**config.mk**
```make
export PLATFORM = sky130hd
export DESIGN_NAME = line_number_program_engine_unit
export DESIGN_NICKNAME = d
export VERILOG_FILES = /design/src/rtl/lnpe_pkg.sv /design/src/rtl/lnpe_ctrl.sv /design/src/rtl/lnpe_dp.sv /design/src/rtl/line_number_program_engine_unit.sv
export SDC_FILE = /design/constraint.sdc
export NUM_CORES = 2
export LEC_CHECK = 0
export CORE_AREA = 2 2 410 290
export DETAILED_ROUTE_END_ITERATION = 10
export DIE_AREA = 0 0 412 292
export DONT_BUFFER_PORTS = 1
export PLACE_DENSITY_LB_ADDON = 0.25
export SETUP_SLACK_MARGIN = 0.4
export SLEW_MARGIN = 10
export SYNTH_ARGS = -nofsm -noshare
export SYNTH_HDL_FRONTEND = slang
export SYNTH_HIERARCHICAL = 1
export SYNTH_SLANG_ARGS = --single-unit
```
**constraint.sdc**
```tcl
create_clock -name i_clk -period 14.15 [get_ports i_clk]
set_input_delay 0.7075 -clock i_clk [delete_from_list [all_inputs] [get_ports i_clk]]
set_output_delay 0.7075 -clock i_clk [all_outputs]
set_load 0.1 [all_outputs]
```
**src/rtl/lnpe_pkg.sv**
```systemverilog
package lnpe_pkg;

    localparam int OP_W      = 8;
    localparam int ARG_W     = 64;
    localparam int ADDR_W    = 64;
    localparam int REG_W     = 32;
    localparam int CFG_IDX_W = 3;
    localparam int CFG_W     = 8;
    localparam int DIV_CNT_W = 3;

    localparam int S_TDATA_W = 80;
    localparam int M_TDATA_W = 224;
    localparam int M_TUSER_W = 4;

    localparam logic [OP_W-1:0] OPCODE_CEILING = 8'd255;

    // standard opcodes
    localparam logic [OP_W-1:0] OP_EXTENDED         = 8'd0;
    localparam logic [OP_W-1:0] OP_COPY             = 8'd1;
    localparam logic [OP_W-1:0] OP_ADVANCE_PC       = 8'd2;
    localparam logic [OP_W-1:0] OP_ADVANCE_LINE     = 8'd3;
    localparam logic [OP_W-1:0] OP_SET_FILE         = 8'd4;
    localparam logic [OP_W-1:0] OP_SET_COLUMN       = 8'd5;
    localparam logic [OP_W-1:0] OP_NEGATE_STMT      = 8'd6;
    localparam logic [OP_W-1:0] OP_SET_BLOCK_START  = 8'd7;
    localparam logic [OP_W-1:0] OP_CONST_ADD_PC     = 8'd8;
    localparam logic [OP_W-1:0] OP_FIXED_ADVANCE_PC = 8'd9;
    localparam logic [OP_W-1:0] OP_SET_PROL_END     = 8'd10;
    localparam logic [OP_W-1:0] OP_SET_EPILOGUE_BEG = 8'd11;
    localparam logic [OP_W-1:0] OP_SET_ISA          = 8'd12;

    // extended opcodes
    localparam logic [OP_W-1:0] EXT_SEQ_END         = 8'd1;
    localparam logic [OP_W-1:0] EXT_SET_ADDRESS     = 8'd2;
    localparam logic [OP_W-1:0] EXT_SET_DISCRIM     = 8'd4;

    // configuration register indexes
    localparam logic [CFG_IDX_W-1:0] CFG_OPCODE_BASE     = 3'd0;
    localparam logic [CFG_IDX_W-1:0] CFG_LN_BASE         = 3'd1;
    localparam logic [CFG_IDX_W-1:0] CFG_LN_SPAN         = 3'd2;
    localparam logic [CFG_IDX_W-1:0] CFG_MIN_INST_LENGTH = 3'd3;
    localparam logic [CFG_IDX_W-1:0] CFG_STMT_DEFAULT    = 3'd4;

    localparam logic [CFG_W-1:0] RST_OPCODE_BASE     = 8'd13;
    localparam logic [CFG_W-1:0] RST_LN_BASE         = 8'hFB;
    localparam logic [CFG_W-1:0] RST_LN_SPAN         = 8'd14;
    localparam logic [CFG_W-1:0] RST_MIN_INST_LENGTH = 8'd1;
    localparam logic             RST_STMT_DEFAULT    = 1'b1;

    typedef enum logic [2:0] {
        K_NOP,
        K_SIMPLE,
        K_COPY,
        K_END_SEQ,
        K_ADV_PC,
        K_CONST_PC,
        K_SPECIAL
    } t_kind;

    typedef struct packed {
        logic capture;
        logic exec_simple;
        logic div_start;
        logic div_step;
        logic mul_start;
        logic mul_quot;
        logic add_apply;
        logic emit;
    } t_cmd;

    typedef struct packed {
        t_kind kind;
        logic  div_last;
        logic  out_free;
    } t_stat;

endpackage

```
**src/rtl/lnpe_ctrl.sv**
```systemverilog
module lnpe_ctrl (
    input  logic           i_clk,
    input  logic           i_rst_n,
    input  logic           i_in_valid,
    output logic           o_in_ready,
    input  lnpe_pkg::t_stat i_stat,
    output lnpe_pkg::t_cmd  o_cmd
);

    typedef enum logic [2:0] {
        S_IDLE,
        S_DECODE,
        S_DIV,
        S_MUL,
        S_ADD,
        S_EMIT
    } t_state;

    t_state r_state;
    t_state n_state;

    always_ff @(posedge i_clk) begin
        if (!i_rst_n) begin
            r_state <= S_IDLE;
        end else begin
            r_state <= n_state;
        end
    end

    assign o_in_ready = (r_state == S_IDLE);

    always_comb begin
        n_state = r_state;
        o_cmd   = '0;
        case (r_state)
            S_IDLE: begin
                if (i_in_valid) begin
                    o_cmd.capture = 1'b1;
                    n_state       = S_DECODE;
                end
            end
            S_DECODE: begin
                case (i_stat.kind)
                    lnpe_pkg::K_SIMPLE: begin
                        o_cmd.exec_simple = 1'b1;
                        n_state           = S_IDLE;
                    end
                    lnpe_pkg::K_COPY, lnpe_pkg::K_END_SEQ: begin
                        n_state = S_EMIT;
                    end
                    lnpe_pkg::K_ADV_PC: begin
                        o_cmd.mul_start = 1'b1;
                        n_state         = S_ADD;
                    end
                    lnpe_pkg::K_CONST_PC, lnpe_pkg::K_SPECIAL: begin
                        o_cmd.div_start = 1'b1;
                        n_state         = S_DIV;
                    end
                    default: begin
                        n_state = S_IDLE;
                    end
                endcase
            end
            S_DIV: begin
                o_cmd.div_step = 1'b1;
                if (i_stat.div_last) begin
                    n_state = S_MUL;
                end
            end
            S_MUL: begin
                o_cmd.mul_start = 1'b1;
                o_cmd.mul_quot  = 1'b1;
                n_state         = S_ADD;
            end
            S_ADD: begin
                o_cmd.add_apply = 1'b1;
                n_state = (i_stat.kind == lnpe_pkg::K_SPECIAL) ? S_EMIT : S_IDLE;
            end
            S_EMIT: begin
                if (i_stat.out_free) begin
                    o_cmd.emit = 1'b1;
                    n_state    = S_IDLE;
                end
            end
            default: begin
                n_state = S_IDLE;
            end
        endcase
    end

    a_emit_needs_slot: assert property (@(posedge i_clk) disable iff (!i_rst_n)
        o_cmd.emit |-> i_stat.out_free)
        else $error("row loaded while output register still full");

    a_div_then_mul: assert property (@(posedge i_clk) disable iff (!i_rst_n)
        (o_cmd.div_step && i_stat.div_last) |=> (r_state == S_MUL))
        else $error("divider finished without scaling step");

endmodule

```
**src/rtl/lnpe_dp.sv**
```systemverilog
module lnpe_dp (
    input  logic                                i_clk,
    input  logic                                i_rst_n,
    input  lnpe_pkg::t_cmd                      i_cmd,
    output lnpe_pkg::t_stat                     o_stat,
    // configuration
    input  logic                                i_cfg_we,
    input  logic [lnpe_pkg::CFG_IDX_W-1:0]      i_cfg_idx,
    input  logic [lnpe_pkg::CFG_W-1:0]          i_cfg_data,
    // request
    input  logic [lnpe_pkg::OP_W-1:0]           i_opcode,
    input  logic [lnpe_pkg::OP_W-1:0]           i_ext_opcode,
    input  logic [lnpe_pkg::ARG_W-1:0]          i_operand,
    // row
    output logic                                o_row_valid,
    input  logic                                i_row_ready,
    output logic [lnpe_pkg::ADDR_W-1:0]         o_row_address,
    output logic [lnpe_pkg::REG_W-1:0]          o_row_line,
    output logic [lnpe_pkg::REG_W-1:0]          o_row_file,
    output logic [lnpe_pkg::REG_W-1:0]          o_row_column,
    output logic                                o_row_is_stmt,
    output logic                                o_row_blk_start,
    output logic                                o_row_seq_end,
    output logic                                o_row_prol_end,
    output logic                                o_row_epil_begin,
    output logic [lnpe_pkg::REG_W-1:0]          o_row_isa,
    output logic [lnpe_pkg::REG_W-1:0]          o_row_discriminator
);

    localparam int OP_W   = lnpe_pkg::OP_W;
    localparam int REG_W  = lnpe_pkg::REG_W;
    localparam int ADDR_W = lnpe_pkg::ADDR_W;

    // configuration
    logic [OP_W-1:0] r_opcode_base;
    logic [OP_W-1:0] r_ln_base;
    logic [OP_W-1:0] r_ln_span;
    logic [OP_W-1:0] r_min_inst;
    logic            r_stmt_default;

    // latched request
    logic [OP_W-1:0]           r_op;
    logic [OP_W-1:0]           r_ext;
    logic [lnpe_pkg::ARG_W-1:0] r_arg;

    // row registers
    logic [ADDR_W-1:0] r_address;
    logic [REG_W-1:0]  r_line;
    logic [REG_W-1:0]  r_file;
    logic [REG_W-1:0]  r_column;
    logic              r_is_stmt;
    logic              r_blk_start;
    logic              r_prol_end;
    logic              r_epil_begin;
    logic [REG_W-1:0]  r_isa;
    logic [REG_W-1:0]  r_discriminator;

    // divider
    logic [OP_W-1:0]               r_div_rem;
    logic [OP_W-1:0]               r_div_quo;
    logic [OP_W-1:0]               r_div_dvd;
    logic                          r_div_zero;
    logic [lnpe_pkg::DIV_CNT_W-1:0] r_div_cnt;

    logic [ADDR_W-1:0] r_prod;

    // output register
    logic              r_out_valid;
    logic [ADDR_W-1:0] r_out_address;
    logic [REG_W-1:0]  r_out_line;
    logic [REG_W-1:0]  r_out_file;
    logic [REG_W-1:0]  r_out_column;
    logic              r_out_is_stmt;
    logic              r_out_blk_start;
    logic              r_out_seq_end;
    logic              r_out_prol_end;
    logic              r_out_epil_begin;
    logic [REG_W-1:0]  r_out_isa;
    logic [REG_W-1:0]  r_out_discriminator;

    lnpe_pkg::t_kind kind;
    logic [OP_W-1:0] div_dividend;
    logic [OP_W:0]   div_cat;
    logic [OP_W+1:0] div_diff;
    logic [OP_W-1:0] quot;
    logic [OP_W-1:0] rem;
    logic [ADDR_W-1:0] mul_a;
    logic [ADDR_W+OP_W-1:0] mul_full;
    logic [REG_W-1:0] line_step;

    always_comb begin
        if (r_op == lnpe_pkg::OP_EXTENDED) begin
            case (r_ext)
                lnpe_pkg::EXT_SEQ_END:      kind = lnpe_pkg::K_END_SEQ;
                lnpe_pkg::EXT_SET_ADDRESS,
                lnpe_pkg::EXT_SET_DISCRIM:  kind = lnpe_pkg::K_SIMPLE;
                default:                    kind = lnpe_pkg::K_NOP;
            endcase
        end else if (r_op >= r_opcode_base) begin
            kind = lnpe_pkg::K_SPECIAL;
        end else begin
            case (r_op) inside
                lnpe_pkg::OP_COPY:         kind = lnpe_pkg::K_COPY;
                lnpe_pkg::OP_ADVANCE_PC:   kind = lnpe_pkg::K_ADV_PC;
                lnpe_pkg::OP_CONST_ADD_PC: kind = lnpe_pkg::K_CONST_PC;
                [lnpe_pkg::OP_ADVANCE_LINE:lnpe_pkg::OP_SET_BLOCK_START],
                [lnpe_pkg::OP_FIXED_ADVANCE_PC:lnpe_pkg::OP_SET_ISA]:
                                           kind = lnpe_pkg::K_SIMPLE;
                default:                   kind = lnpe_pkg::K_NOP;
            endcase
        end
    end

    assign o_stat.kind     = kind;
    assign o_stat.div_last = (r_div_cnt == {lnpe_pkg::DIV_CNT_W{1'b1}});
    assign o_stat.out_free = !r_out_valid || i_row_ready;

    assign div_dividend = (kind == lnpe_pkg::K_SPECIAL)
                        ? r_op - r_opcode_base
                        : lnpe_pkg::OPCODE_CEILING - r_opcode_base;

    // restoring division, one quotient bit per cycle
    assign div_cat  = {r_div_rem, r_div_quo[OP_W-1]};
    assign div_diff = {1'b0, div_cat} - {2'b00, r_ln_span};

    // a zero divisor gives quotient 0 and remainder equal to the dividend
    assign quot = r_div_zero ? '0 : r_div_quo;
    assign rem  = r_div_zero ? r_div_dvd : r_div_rem;

    assign mul_a     = i_cmd.mul_quot ? {{(ADDR_W-OP_W){1'b0}}, quot} : r_arg;
    assign mul_full  = mul_a * r_min_inst;
    assign line_step = {{(REG_W-OP_W){r_ln_base[OP_W-1]}}, r_ln_base}
                     + {{(REG_W-OP_W){1'b0}}, rem};

    always_ff @(posedge i_clk) begin
        if (!i_rst_n) begin
            r_opcode_base  <= lnpe_pkg::RST_OPCODE_BASE;
            r_ln_base      <= lnpe_pkg::RST_LN_BASE;
            r_ln_span      <= lnpe_pkg::RST_LN_SPAN;
            r_min_inst     <= lnpe_pkg::RST_MIN_INST_LENGTH;
            r_stmt_default <= lnpe_pkg::RST_STMT_DEFAULT;
        end else if (i_cfg_we) begin
            case (i_cfg_idx)
                lnpe_pkg::CFG_OPCODE_BASE:     r_opcode_base  <= i_cfg_data;
                lnpe_pkg::CFG_LN_BASE:         r_ln_base      <= i_cfg_data;
                lnpe_pkg::CFG_LN_SPAN:         r_ln_span      <= i_cfg_data;
                lnpe_pkg::CFG_MIN_INST_LENGTH: r_min_inst     <= i_cfg_data;
                lnpe_pkg::CFG_STMT_DEFAULT:    r_stmt_default <= i_cfg_data[0];
                default: ;
            endcase
        end
    end

    always_ff @(posedge i_clk) begin
        if (i_cmd.capture) begin
            r_op  <= i_opcode;
            r_ext <= i_ext_opcode;
            r_arg <= i_operand;
        end
        if (i_cmd.mul_start) begin
            r_prod <= mul_full[ADDR_W-1:0];
        end
        if (i_cmd.div_start) begin
            r_div_rem  <= '0;
            r_div_quo  <= div_dividend;
            r_div_dvd  <= div_dividend;
            r_div_zero <= (r_ln_span == '0);
        end else if (i_cmd.div_step) begin
            if (div_diff[OP_W+1]) begin
                r_div_rem <= div_cat[OP_W-1:0];
                r_div_quo <= {r_div_quo[OP_W-2:0], 1'b0};
            end else begin
                r_div_rem <= div_diff[OP_W-1:0];
                r_div_quo <= {r_div_quo[OP_W-2:0], 1'b1};
            end
        end
        if (i_cmd.emit) begin
            r_out_address       <= r_address;
            r_out_line          <= r_line;
            r_out_file          <= r_file;
            r_out_column        <= r_column;
            r_out_is_stmt       <= r_is_stmt;
            r_out_blk_start     <= r_blk_start;
            r_out_seq_end       <= (kind == lnpe_pkg::K_END_SEQ);
            r_out_prol_end      <= r_prol_end;
            r_out_epil_begin    <= r_epil_begin;
            r_out_isa           <= r_isa;
            r_out_discriminator <= r_discriminator;
        end
    end

    always_ff @(posedge i_clk) begin
        if (!i_rst_n) begin
            r_div_cnt <= '0;
        end else if (i_cmd.div_start) begin
            r_div_cnt <= '0;
        end else if (i_cmd.div_step) begin
            r_div_cnt <= r_div_cnt + 1'b1;
        end
    end

    always_ff @(posedge i_clk) begin
        if (!i_rst_n) begin
            r_out_valid <= 1'b0;
        end else if (i_cmd.emit) begin
            r_out_valid <= 1'b1;
        end else if (i_row_ready) begin
            r_out_valid <= 1'b0;
        end
    end

    always_ff @(posedge i_clk) begin
        if (!i_rst_n) begin
            r_address       <= '0;
            r_line          <= REG_W'(1);
            r_file          <= REG_W'(1);
            r_column        <= '0;
            r_is_stmt       <= lnpe_pkg::RST_STMT_DEFAULT;
            r_blk_start     <= 1'b0;
            r_prol_end      <= 1'b0;
            r_epil_begin    <= 1'b0;
            r_isa           <= '0;
            r_discriminator <= '0;
        end else if (i_cmd.emit) begin
            if (kind == lnpe_pkg::K_END_SEQ) begin
                r_address <= '0;
                r_line    <= REG_W'(1);
                r_file    <= REG_W'(1);
                r_column  <= '0;
                r_is_stmt <= r_stmt_default;
                r_isa     <= '0;
            end
            r_blk_start     <= 1'b0;
            r_prol_end      <= 1'b0;
            r_epil_begin    <= 1'b0;
            r_discriminator <= '0;
        end else if (i_cmd.add_apply) begin
            r_address <= r_address + r_prod;
            if (kind == lnpe_pkg::K_SPECIAL) begin
                r_line <= r_line + line_step;
            end
        end else if (i_cmd.exec_simple) begin
            if (r_op == lnpe_pkg::OP_EXTENDED) begin
                case (r_ext)
                    lnpe_pkg::EXT_SET_ADDRESS: r_address       <= r_arg;
                    lnpe_pkg::EXT_SET_DISCRIM: r_discriminator <= r_arg[REG_W-1:0];
                    default: ;
                endcase
            end else begin
                case (r_op)
                    lnpe_pkg::OP_ADVANCE_LINE:     r_line  <= r_line + r_arg[REG_W-1:0];
                    lnpe_pkg::OP_SET_FILE:         r_file   <= r_arg[REG_W-1:0];
                    lnpe_pkg::OP_SET_COLUMN:       r_column <= r_arg[REG_W-1:0];
                    lnpe_pkg::OP_NEGATE_STMT:      r_is_stmt <= !r_is_stmt;
                    lnpe_pkg::OP_SET_BLOCK_START:  r_blk_start <= 1'b1;
                    lnpe_pkg::OP_FIXED_ADVANCE_PC:
                        r_address <= r_address + {{(ADDR_W-16){1'b0}}, r_arg[15:0]};
                    lnpe_pkg::OP_SET_PROL_END:     r_prol_end   <= 1'b1;
                    lnpe_pkg::OP_SET_EPILOGUE_BEG: r_epil_begin <= 1'b1;
                    lnpe_pkg::OP_SET_ISA:          r_isa <= r_arg[REG_W-1:0];
                    default: ;
                endcase
            end
        end
    end

    assign o_row_valid         = r_out_valid;
    assign o_row_address       = r_out_address;
    assign o_row_line          = r_out_line;
    assign o_row_file          = r_out_file;
    assign o_row_column        = r_out_column;
    assign o_row_is_stmt       = r_out_is_stmt;
    assign o_row_blk_start     = r_out_blk_start;
    assign o_row_seq_end       = r_out_seq_end;
    assign o_row_prol_end      = r_out_prol_end;
    assign o_row_epil_begin    = r_out_epil_begin;
    assign o_row_isa           = r_out_isa;
    assign o_row_discriminator = r_out_discriminator;

    a_div_result: assert property (@(posedge i_clk) disable iff (!i_rst_n)
        (i_cmd.div_step && o_stat.div_last && r_ln_span != '0) |=>
        (({8'h00, r_div_quo} * {8'h00, r_ln_span} + {8'h00, r_div_rem})
            == {8'h00, r_div_dvd}) && (r_div_rem < r_ln_span))
        else $error("divider quotient and remainder disagree with dividend");

    a_row_from_emit: assert property (@(posedge i_clk) disable iff (!i_rst_n)
        (r_out_valid && !$past(r_out_valid)) |-> $past(i_cmd.emit))
        else $error("row appeared without an emit command");

endmodule

```
**src/rtl/line_number_program_engine_unit.sv**
```systemverilog
// Channel   | Dir | Payload
// s_axis    | in  | tdata: opcode[7:0], ext_opcode[15:8], operand[79:16]
// m_axis    | out | tdata: row fields; tuser: row flags; tlast: end of sequence
// cfg       | in  | i_cfg_we, i_cfg_idx, i_cfg_data (8 bits)
//
// One opcode at a time. Set/advance-line style opcodes use decode only; advance_pc
// decode and add; copy and end-of-sequence decode and emit; const_add_pc decode, the
// 8-step restoring divider by the line span, multiply, add; special opcodes also emit.
// A row waits in the output register; the next opcode is accepted meanwhile and
// only a row-emitting opcode stalls on a full output register.
// Reset (synchronous, active low) restores configuration defaults and row registers.
module line_number_program_engine_unit (
    input  logic                               i_clk,
    input  logic                               i_rst_n,
    input  logic                               s_axis_tvalid,
    output logic                               s_axis_tready,
    // opcode[7:0], ext_opcode[15:8], operand[79:16]
    input  logic [lnpe_pkg::S_TDATA_W-1:0]     s_axis_tdata,
    output logic                               m_axis_tvalid,
    input  logic                               m_axis_tready,
    // row_address[63:0], row_line[95:64], row_file[127:96], row_column[159:128],
    // row_isa[191:160], row_discriminator[223:192]
    output logic [lnpe_pkg::M_TDATA_W-1:0]     m_axis_tdata,
    // row_is_stmt[0], row_blk_start[1], row_prol_end[2], row_epil_begin[3]
    output logic [lnpe_pkg::M_TUSER_W-1:0]     m_axis_tuser,
    output logic                               m_axis_tlast,
    input  logic                               i_cfg_we,
    input  logic [lnpe_pkg::CFG_IDX_W-1:0]     i_cfg_idx,
    input  logic [lnpe_pkg::CFG_W-1:0]         i_cfg_data
);

    lnpe_pkg::t_cmd  cmd;
    lnpe_pkg::t_stat stat;

    logic [lnpe_pkg::ADDR_W-1:0] row_address;
    logic [lnpe_pkg::REG_W-1:0]  row_line;
    logic [lnpe_pkg::REG_W-1:0]  row_file;
    logic [lnpe_pkg::REG_W-1:0]  row_column;
    logic [lnpe_pkg::REG_W-1:0]  row_isa;
    logic [lnpe_pkg::REG_W-1:0]  row_discriminator;
    logic                        row_is_stmt;
    logic                        row_blk_start;
    logic                        row_prol_end;
    logic                        row_epil_begin;

    lnpe_ctrl u_ctrl (
        .i_clk      (i_clk),
        .i_rst_n    (i_rst_n),
        .i_in_valid (s_axis_tvalid),
        .o_in_ready (s_axis_tready),
        .i_stat     (stat),
        .o_cmd      (cmd)
    );

    lnpe_dp u_dp (
        .i_clk               (i_clk),
        .i_rst_n             (i_rst_n),
        .i_cmd               (cmd),
        .o_stat              (stat),
        .i_cfg_we            (i_cfg_we),
        .i_cfg_idx           (i_cfg_idx),
        .i_cfg_data          (i_cfg_data),
        .i_opcode            (s_axis_tdata[7:0]),
        .i_ext_opcode        (s_axis_tdata[15:8]),
        .i_operand           (s_axis_tdata[79:16]),
        .o_row_valid         (m_axis_tvalid),
        .i_row_ready         (m_axis_tready),
        .o_row_address       (row_address),
        .o_row_line          (row_line),
        .o_row_file          (row_file),
        .o_row_column        (row_column),
        .o_row_is_stmt       (row_is_stmt),
        .o_row_blk_start     (row_blk_start),
        .o_row_seq_end       (m_axis_tlast),
        .o_row_prol_end      (row_prol_end),
        .o_row_epil_begin    (row_epil_begin),
        .o_row_isa           (row_isa),
        .o_row_discriminator (row_discriminator)
    );

    assign m_axis_tdata = {row_discriminator, row_isa, row_column, row_file,
                           row_line, row_address};
    assign m_axis_tuser = {row_epil_begin, row_prol_end, row_blk_start,
                           row_is_stmt};

endmodule
```
# Yosys cells after proc, flatten, opt, wreduce, memory -nomap -nowiden
# Index checks and enable logic that the tools add are counted.
word_totals:
  latchBits: 0
  word_cells: 207
  romBits: 0
  mem_count: 0
  ff_bits: 666
  output_inout_bits: 231
  mem_bits_rw: 0
op_classes:
  mux: 71
  add_sub_neg: 9
  magnitude_cmp: 5
  multipliers: 1
  reduce_logical: 41
  n_div: 0
  n_bitwise: 3
  shifts: 0
  eq_ne: 40
op_table:
  columns: ["cell", "n"]
  rows:
  - ["$mux 32", 23]
  - ["$mux 64", 8]
  - ["$add 32x32->32", 2]
  - ["$add 64x16->64", 1]
  - ["$add 64x64->64", 1]
  - ["$mul 64x8->64", 1]
  - ["$mux 8", 6]
  - ["$eq 8x3->1 const B", 5]
  - ["$eq 8x4->1 const B", 5]
  - ["$mux 3", 9]
  - ["$reduce_and 5->1", 5]
  - ["$eq 8x2->1 const B", 3]
  - ["$eq 3x3->1 const B", 7]
  - ["$mux 1", 20]
  - ["$reduce_and 4->1", 5]
  - ["$eq 3x2->1 const B", 6]
  - ["$pmux 3 s6", 1]
  - ["$eq 8x1->1 const B", 2]
  - ["$logic_not 8->1", 2]
  - ["$reduce_bool 2->1", 7]
  - ["$reduce_or 2->1", 6]
  - ["$add 8x9->10", 1]
  - ["$ne 2x2->1 const B", 5]
  - ["$reduce_and 2->1", 5]
  - ["other kinds (26)", 34]

# Logic depth before layout (Yosys ltp)
logic_depth:
  ltp_word: 16
  mapped_depth: 28
  depth_no_buf: 27

# By module
# The synthesis kept the hierarchy.
modules_own_cells:
  columns: ["mod", "seq_area_each_um2", "n_inst", "area_each_um2", "cells_per_inst"]
  rows:
  - ["lnpe_dp", 17176.5, 1, 45949.1, 4686]
  - ["lnpe_ctrl", 60.1, 1, 266.5, 34]
  - ["line_number_program_engine_unit", 0.0, 1, 30.0, 4]

# Least setup slack after synthesis
# No wires, ideal clock.
synth_timing:
  path_kind: "reg2reg"
  start: "register u_dp.r_out_valid, in the netlist u_dp/o_row_valid"
  end: "register u_dp.r_file[10]"
  t_arrival_ns: 8.385
  path_buffers: 3
  setup_time_ns: 0.076
  required_time_ns: 14.074
  setup_slack_ns: 5.690
  path_stages_with_launch: 12
  path_cell_list: "dfxtp_1 > nand2b_1 > and4_1 > buf_2 > inv_1 > and3_1 > a21oi_1 > or2_2 > clkbuf_1 > clkbuf_1 > nand2_1 > a21boi_0"
synth_lines:
  columns: ["item", "line", "source"]
  rows:
  - ["start, declared", "lnpe_dp.sv:68", "logic r_out_valid;"]
  - ["start signal, assigned", "lnpe_dp.sv:204", "r_out_valid <= 1'b0;"]
  - ["start signal, assigned", "lnpe_dp.sv:206", "r_out_valid <= 1'b1;"]
  - ["start signal, assigned", "lnpe_dp.sv:208", "r_out_valid <= 1'b0;"]
  - ["end signal, assigned", "lnpe_dp.sv:252", "lnpe_pkg::OP_SET_FILE: r_file <= r_arg[REG_W-1:0];"]
  - ["end, declared", "lnpe_dp.sv:49", "logic [REG_W-1:0] r_file;"]

==> results by group <==
Logic synthesis
  • Synth Instances: 4,724
  • YS warnings: 6
  • Synth top area share: 25.3%
  • Seq/Total Area, Yosys: 37.3%
  • Synth Flop Type: edfxtp_1
  • Fraction of registers with async set or reset after synthesis: 0%
  • Synth top area cells: edfxtp_1 (25%), fa_1 (15%), dfxtp_1 (12%)
  • Most frequent cells after synthesis: nand2_1 (644), edfxtp_1 (390), fa_1 (354)
  • Syn Area/Cell: 9.79 um2
  • Unique masters post-synth: 94
  • Post-synth EDFFs: 390
  • Top-count cell post-synth: nand2_1
  • Cell taking the most area after synthesis: edfxtp_1
  • FF+latch count, synth: 666
  • Syn nets: 5,383
  • Post-Syn Area: 0.0462 mm2

Worst setup path
  • FF-to-FF setup slack: 5.39 ns
  • Crit-path slowest cell: and2_1
  • Reg2reg start: u_ctrl/r_state[0]
  • Worst path most repeated cell: fa_1
  • Worst r2r path cells: 24
  • Data arrival time of the worst path: 9.19 ns
  • CP top delay family: compound AO/OA/AOI/OAI gates
  • Critical path class: reg2reg
  • Crit-path max FO: 18
  • Crit path capture type: flip-flop
  • Worst r2r dst: u_dp/r_prod[59]
  • Crit path buf inv count: 3
  • Crit path launch type: flip-flop
  • Critical path required time: 14.58 ns
  • Critical Path Max Stage Delay: 0.82 ns
  • Cell breakdown of the critical path: nor2b_1 > and2_1 > nor2b_1 > a21oi_1 > nand2b_1 > fa_1 > fa_1 > inv_1 > fa_1 > inv_1 > fa_1 > inv_1 > ha_1 > o211ai_1 > a21oi_1 > o211ai_1 > a2111oi_2 > o2111ai_1 > nand2_1 > nor4_2 > o31ai_1 > a31o_2 > a41oi_1 > xnor2_1

Clock network
  • Post-CTS Resized: 0
  • Skew-Pair Late Insertion Delay: 0.71 ns
  • Clk sink count: 666
  • Worst-path clk slew: 0.06 ns
  • Number of CTS-inserted buffers: 74
  • CTS hold repair buffers: 0
  • Root Driver: clkbuf_16
  • Setup Buffers After CTS: 0
  • Htree depth: 3
  • Clock buffer depth: 3
  • TritonCTS clock tree: done

Drt
  • WL/cell: 23.5 um
  • # DRC: 0
  • WL final: 146,000 um
  • Vias: 34,900
  • Pre-antenna DRT Iters: 5
  • Final ANT Viol Nets: 0
  • Initial drt markers: 3,388
  • Vias per cell: 5.62

Floorplanning
  • # rows: 105
  • DIE HEIGHT: 292 um
  • Initial Util: 39.7%
  • IO Count: 327
  • Placeable Area: 0.116 mm2
  • Die X: 412 um
  • Full die area: 0.120 mm2

GRT
  • Global-route usage over all layers: 24.0%
  • GRT overflow: 0
  • Largest net degree at the start of global routing: 187
  • Vias in the first global route: 33,900
  • Antenna violations before repair: 3
  • First-pass GRT wire length: 219,000 um

Worst hold path
  • Hold Path Sink: u_dp/r_ext[5]
  • Hold path cells: 0
  • Hold_sp: s_axis_tdata[13]
  • HP Class: in2reg

Status
  • Status: finished clean

Flow run
  • Number of max-cap violations: 0

STA
  • Final Critical Period: 8.76 ns
  • Final setup vio count: 0
  • RSZ-0062 raised after global routing: no
  • Period utilisation layout: 61.9%
  • F_max: 114 MHz
  • Max-slew violations: 0
  • Final Hold Vio Count: 0
  • Clk_skew: 0.0427 ns
  • Setup TNS: 0 ns
  • Max transition margin: 21.1%
  • Pin slew with the least headroom to its limit: 1.19 ns
  • Worst-case hold slack: 0.0899 ns

Layout
  • Inserted Diodes: 0
  • Final net count: 5,253
  • Layout area overhead: 8.44%
  • Fill cell count: 11,200
  • Share of cells above drive strength 1: 5.29%

Power and ir drop
  • Cell area power density: 124 mW/mm2
  • Sequential share of power: 41.0%
  • Logic gate share of total power: 26.6%
  • Worst-case vdd ir drop: 0.0921 mV
  • Switch Pwr: 2.26 mW
  • Switching Fraction: 36.3%
  • Pleak: 20.4 nW
  • Internal power: 3.97 mW
  • Clock network fraction of design power: 32.4%

Placed design
  • RePlAce Congestion: 0.936
  • HPWL Detailed: 106,000 um
  • PortBufs: 0
[power by group through the flow]
stage	Clock [mW]	Sequential, mW	Combinational [mW]
final	2.02	2.56	1.66
after global routing	2.14	2.57	1.85
after CTS	2.07	2.55	1.64
after detailed placement	0	2.59	1.63
after global placement	0	2.59	1.61
after floorplan	0	2.45	1.24
[cell usage in the layout (no fill, tap or decap), types with 14 or more instances in the layout]
cell type and count:
nand2_1 644, edfxtp_1 390, fa_1 354, inv_1 336, and2_1 309, a21oi_1 280, dfxtp_1 276, o21ai_0 215
ha_1 209, nor2_1 180, nor2b_1 139, a21boi_0 132, xnor2_1 115, a21o_1 108, xor2_1 80, clkbuf_16 74
nand3_1 61, buf_4 52, nand2b_1 40, and3_1 39, a211oi_1 39, nor3_1 38, nand4_1 37, a31oi_1 32
a22oi_1 32, o211ai_1 28, o21a_1 26, o21bai_1 23, and4_1 23, mux2_2 22, o31ai_1 20, a22o_1 19
clkbuf_1 14, mux2i_1 14
[metrics by stage]
step	util [%]	setup WS, ns	area (um2)	power [mW]	cells
after floorplan	-	5.69	46200	3.69	4724
after global placement	40.9	5.77	47600	4.20	6069
after detailed placement	40.9	5.62	47600	4.22	6069
after CTS	43.1	5.55	50100	6.26	6205
after global routing	43.1	4.96	50100	6.55	6205
final	43.1	5.39	50100	6.23	6205
[cells by family after synthesis]
group,Yosys count,synth area share [%]
muxes,36,0.839
buffers and inverters,595,4.91
and+or+nand+nor,1591,17.1
DFF,666,37.3
adders and majority gates,563,21.0
AOI/OAI and AO/OA,1078,15.2
xor gates and xnor gates,195,3.69
[worst register-to-register path: stages, from the launching register on]
cell,delay [ns]
dfxtp_1,0.44
nor2b_1,0.19
and2_1,0.82
nor2b_1,0.54
a21oi_1,0.36
nand2b_1,0.27
fa_1,0.53
fa_1,0.55
inv_1,0.05
fa_1,0.48
inv_1,0.05
fa_1,0.48
inv_1,0.05
ha_1,0.36
o211ai_1,0.11
a21oi_1,0.23
o211ai_1,0.17
a2111oi_2,0.80
o2111ai_1,0.34
nand2_1,0.34
nor4_2,0.10
o31ai_1,0.58
a31o_2,0.31
a41oi_1,0.15
xnor2_1,0.15
[worst max-delay path by stage]
stage | cells past startpoint | start | end | slack [ns]
2_1_floorplan | 11 | u_dp/o_row_valid | u_dp/r_file[10] | 5.69
3_3_place_gp | 24 | u_ctrl/r_state[0] | u_dp/r_prod[59] | 5.77
3_5_place_dp | 24 | u_ctrl/r_state[0] | u_dp/r_prod[59] | 5.62
4_1_cts | 24 | u_ctrl/r_state[0] | u_dp/r_prod[59] | 5.55
5_1_grt | 24 | u_ctrl/r_state[0] | u_dp/r_prod[59] | 4.96
6_report | 24 | u_ctrl/r_state[0] | u_dp/r_prod[59] | 5.39
[state kept, by name, summed over array words and instances, names as in the netlist, 32 cells and up]
name,flops
u_dp/r_column,32
u_dp/o_row_file,32
u_dp/o_row_isa,32
u_dp/o_row_line,32
u_dp/o_row_address,64
u_dp/r_discriminator,32
u_dp/r_line,32
u_dp/o_row_column,32
u_dp/o_row_discriminator,32
u_dp/r_prod,64
u_dp/r_file,32
u_dp/r_isa,32
u_dp/r_arg,64
u_dp/r_address,64
[layout make-up]
class                      instances  area (um2)  share of cell area (%)
multi-input combinational       3463       26800                    53.5
clock buffer                      94        1990                    3.96
timing repair buffer              52         390                   0.778
sequential                       666       17200                    34.4
clock inverter                    42         515                    1.03
inverter                         337        1260                    2.52
tap                             1551        1940                    3.87
[metal layers]
metal,vias to the layer above,wire length (um),GRT usage [%]
met4,2,2850,5.24
met1,17400,69700,36.2
met3,165,11300,4.89
met2,1296,61800,35.2
li1,16000,-,-
met5,-,13,0
(Power assumes the default switching activity.)
